`config.mk`:
```
export PLATFORM = sky130hd
export DESIGN_NAME = ptsd_fifo
export DESIGN_NICKNAME = d
export VERILOG_FILES = /design/src/design/ptsd_pkg.sv /design/src/design/ptsd_fifo.sv
export SDC_FILE = /design/constraint.sdc
export NUM_CORES = 1
export LEC_CHECK = 0
export BUFFER_PORTS_ARGS = -buffer_cell sky130_fd_sc_hd__buf_2
export CAP_MARGIN = 15
export CORE_UTILIZATION = 30
export DETAILED_ROUTE_END_ITERATION = 7
export GPL_TIMING_DRIVEN = 0
export HOLD_SLACK_MARGIN = 0.03
export PLACE_DENSITY_LB_ADDON = 0.25
export SYNTH_ARGS = -nofsm -noshare
export SYNTH_HDL_FRONTEND = slang
export SYNTH_SLANG_ARGS = --single-unit
```
`constraint.sdc`:
```
create_clock -name clock -period 3.1 [get_ports clock]
set_clock_uncertainty 0.2 [all_clocks]
set_input_delay 0.31 -clock clock [delete_from_list [all_inputs] [get_ports clock]]
set_output_delay 0.31 -clock clock [all_outputs]
set_load 0.005 [all_outputs]
```
`src/design/ptsd_pkg.sv`:
```
`default_nettype none

package ptsd_pkg;

   // Width of the distance field on the result channel.
   localparam int OUT_BITS = 23;

   // Width of the register index on the configuration channel.
   localparam int CSR_INDEX_BITS = 3;

   // Number of entries in the queue between the front and the back.
   localparam int FIFO_DEPTH = 4;

   // Shape selected by the shape_kind register.
   typedef enum logic [1:0] {
      SHAPE_LINE   = 2'd0,
      SHAPE_RECT   = 2'd1,
      SHAPE_CIRCLE = 2'd2,
      SHAPE_MARKER = 2'd3
   } shape_kind_type;

   // Register indexes on the configuration channel.
   typedef enum logic [CSR_INDEX_BITS-1:0] {
      CSR_SHAPE_KIND = 3'd0,
      CSR_ANCHOR_X   = 3'd1,
      CSR_ANCHOR_Y   = 3'd2,
      CSR_SECOND_X   = 3'd3,
      CSR_SECOND_Y   = 3'd4
   } csr_index_type;

   // Fill status of the queue, seen by both sides.
   typedef struct packed {
      logic full;
      logic empty;
   } fifo_status_type;

endpackage

`default_nettype wire

```
`src/design/ptsd_fifo.sv`:
```
`default_nettype none

module ptsd_fifo #(
   parameter int WIDTH = 87,
   parameter int DEPTH = 4
) (
   input  wire logic                       clock,
   input  wire logic                       reset,
   input  wire logic                       push,
   input  wire logic [WIDTH-1:0]           push_data,
   input  wire logic                       pop,
   output logic [WIDTH-1:0]                pop_data,
   output ptsd_pkg::fifo_status_type       status
);

   localparam int PTRW = $clog2(DEPTH);
   localparam int CNTW = $clog2(DEPTH + 1);

   logic [WIDTH-1:0] mem_ff [0:DEPTH-1];
   logic [PTRW-1:0]  wr_ptr_ff, wr_ptr_in;
   logic [PTRW-1:0]  rd_ptr_ff, rd_ptr_in;
   logic [CNTW-1:0]  count_ff, count_in;

   // Pointers wrap at the depth, which need not be a power of two.
   assign wr_ptr_in = (wr_ptr_ff == PTRW'(DEPTH - 1)) ? '0 : wr_ptr_ff + PTRW'(1);
   assign rd_ptr_in = (rd_ptr_ff == PTRW'(DEPTH - 1)) ? '0 : rd_ptr_ff + PTRW'(1);

   always_comb begin
      count_in = count_ff;
      if (push && !pop) begin
         count_in = count_ff + CNTW'(1);
      end else if (pop && !push) begin
         count_in = count_ff - CNTW'(1);
      end
   end

   // Control state.
   always_ff @(posedge clock) begin
      if (reset) begin
         wr_ptr_ff <= '0;
         rd_ptr_ff <= '0;
         count_ff  <= '0;
      end else begin
         if (push) begin
            wr_ptr_ff <= wr_ptr_in;
         end
         if (pop) begin
            rd_ptr_ff <= rd_ptr_in;
         end
         count_ff <= count_in;
      end
   end

   // Entry storage.
   always_ff @(posedge clock) begin
      if (push) begin
         mem_ff[wr_ptr_ff] <= push_data;
      end
   end

   assign pop_data     = mem_ff[rd_ptr_ff];
   assign status.full  = (count_ff == CNTW'(DEPTH));
   assign status.empty = (count_ff == '0);

endmodule

`default_nettype wire

```
==> impl_metrics.env <==
export IMPL_fin_ws_ns=0.2937
export IMPL_start_util=0.3071
export IMPL_coreArea_sq_um=42320
export IMPL_vias_per_cell=4.326
export IMPL_avgSynthCellArea_sq_um=26.04
export IMPL_first_pass_iters=4
export IMPL_cts_buffers=40
export IMPL_netlist_instances=499
export IMPL_cts_tree="built"
export IMPL_syn_nets=597
export IMPL_cts_sinks=357
export IMPL_critPathKind="reg2out"
export IMPL_globalplace_congestion=0.6548
export IMPL_vdd_drop_max_mv=0.4262
export IMPL_final_nets=912
export IMPL_cts_resized_gates=0
export IMPL_final_max_slew_viol_count=0
export IMPL_ys_flop_type="edfxtp_1"
export IMPL_worstSetupStartpointType="flop"
export IMPL_final_cells=1417
export IMPL_boundaryPins=180
export IMPL_num_rows=75
export IMPL_placed_area_sq_um=14730
export IMPL_drc=0
export IMPL_yosysSeqAreaShare=0.8180
export IMPL_setup_tns_ns=0
export IMPL_synth_edff_count=348
export IMPL_syn_to_final_growth_pct=29.66
export IMPL_grt_pass1_wl_um=39390
export IMPL_maxCapViolCount=0
export IMPL_root_buffer="clkbuf_16"
export IMPL_die_area_sq_um=44150
export IMPL_wire_per_inst_um=18.33
export IMPL_grt_overflow=0
export IMPL_totalPowerFinal_mw=10.94
export IMPL_grt_usage=0.1194
export IMPL_place_ws_ns=0.7954
export IMPL_crit_fanout=10
export IMPL_hpwl_um=15190
export IMPL_insertedDiodeCount=0
export IMPL_power_density_nw_per_um2=649.3
export IMPL_min_period_over_period=0.9053
export IMPL_ys_types=20
export IMPL_cts_hold_buffers=90
export IMPL_hold_viol=0
export IMPL_cts_htree_levels=2
export IMPL_yosys_warnings=0
export IMPL_die_w_um=210.1
export IMPL_worst_pin_slew_ns=0.7353
export IMPL_period_minus_slack_ns=2.806
export IMPL_ys_async_sr_fraction=0
export IMPL_antenna_left=0
export IMPL_synth_area_sq_um=12990
export IMPL_finalCoreUtilization=0.3981
export IMPL_dp_cells=1259
export IMPL_finalSetupViolations=0
export IMPL_clock_latency_ns=0.53
export IMPL_p_leak_nw=5.694
export IMPL_relSlewSlack=0.5098
export IMPL_required_ns=2.59
export IMPL_rsz0062_at_grt="no"
export IMPL_fmax_mhz=356.3
export IMPL_status="finished clean"
export IMPL_wirelength_um=25980
export IMPL_dr_first_iter_drc_count=280
export IMPL_hold_class="reg2reg"
export IMPL_cp_data_arrival_time_ns=2.30
export IMPL_synth_seq_cells=357
export IMPL_antenna_found_initial=0
export IMPL_cts_post_setup_buffers_inserted=0
export IMPL_finish_instance_area_sq_um=16850
export IMPL_drive_above_1_share=0.4060
export IMPL_die_y_um=210.1
export IMPL_io_buffers=179
export IMPL_grt_max_degree=53
export IMPL_holdWs_ns=0.3043
export IMPL_clk_pin_slew_worst_paths_ns=0.05
export IMPL_cts_max_path_buffers=3
export IMPL_via_count=6130
export IMPL_cp_end_kind="primary output"
export IMPL_grt_pass1_vias=6711
[state kept, by name, indices dropped and copies added (netlist names), named ones only]
register   cells
count_ff       3
mem_ff       348
rd_ptr_ff      2
wr_ptr_ff      2
[Yosys cell counts (3+ instances only)]
master / number / area share
nor2_1: 7 / 0.0020
clkbuf_1: 5 / 0.0014
and2_1: 4 / 0.0019
mux2i_1: 4 / 0.0031
buf_2: 10 / 0.0039
ha_1: 6 / 0.0058
mux4_2: 87 / 0.15
edfxtp_1: 348 / 0.80
buf_8: 3 / 0.0035
inv_1: 4 / 0.0012
dfxtp_1: 9 / 0.014
[cells by family (layout without fill, tap and decap cells)]
kind of cell / count (synthesis) / count (layout) / synth area share
mux: 91 / 91 / 0.1539
flops: 357 / 357 / 0.8180
compound gates: 3 / 3 / 0.001155
simple gates: 15 / 15 / 0.005969
buf+inv: 24 / 365 / 0.01232
xor+xnor: 2 / 2 / 0.001348
fa+ha+maj: 7 / 7 / 0.007317
[routing by layer]
layer  part of all wire  vias up  global-route usage
li1                   -     2773                   -
met1               0.44     3176              0.1514
met2               0.48      134              0.1937
met3              0.053       47             0.03173
met4              0.026        0             0.05034
met5                  0        -                   0
[critical path, cell delays in order, from the launching register on]
cell,delay [ns]
dfxtp_1,0.30
buf_2,0.21
buf_2,0.36
buf_2,0.37
mux4_2,0.37
buf_2,0.14
[cells in the final DEF, fill, tap and decap left out, drive strengths merged, types with 6 or more instances in the layout]
cell | synthesis | routed
mux4 | 87 | 87
clkinv | 0 | 12
dfxtp | 9 | 9
clkbuf | 5 | 56
edfxtp | 348 | 348
dlygate4sd3 | 0 | 90
nor2 | 7 | 7
buf | 15 | 198
ha | 6 | 6
[report_power, final]
| group | switching, mW | internal, mW |
|---|---|---|
| sequential | 0.0483 | 5.53 |
| clock | 1.79 | 2.62 |
| combinational | 0.463 | 0.490 |
| total | 2.30 | 8.64 |
[area by class of cell]
class | instances | area (sq um)
flip-flops and latches | 357 | 10630
clock buffers | 51 | 1084
plain buffers | 20 | 145.1
inverters | 4 | 15.01
multi-input cells | 118 | 2215
fillers | 3811 | 25470
clock inverters | 17 | 132.6
repair buffers | 273 | 1907
well taps | 577 | 721.9
[final timing paths]
kind / endpoint / start / slack, ns / cells after the start
max: pop_data[44] / flop / 0.29 / 5
min: count_ff[2] / count_ff[2] / 0.30 / 2
max reg2reg: mem_ff[3][78] / wr_ptr_ff[0] / 0.98 / 3
min reg2reg: count_ff[2] / count_ff[2] / 0.30 / 2
Note: power is estimated with default switching activity, not from simulation.
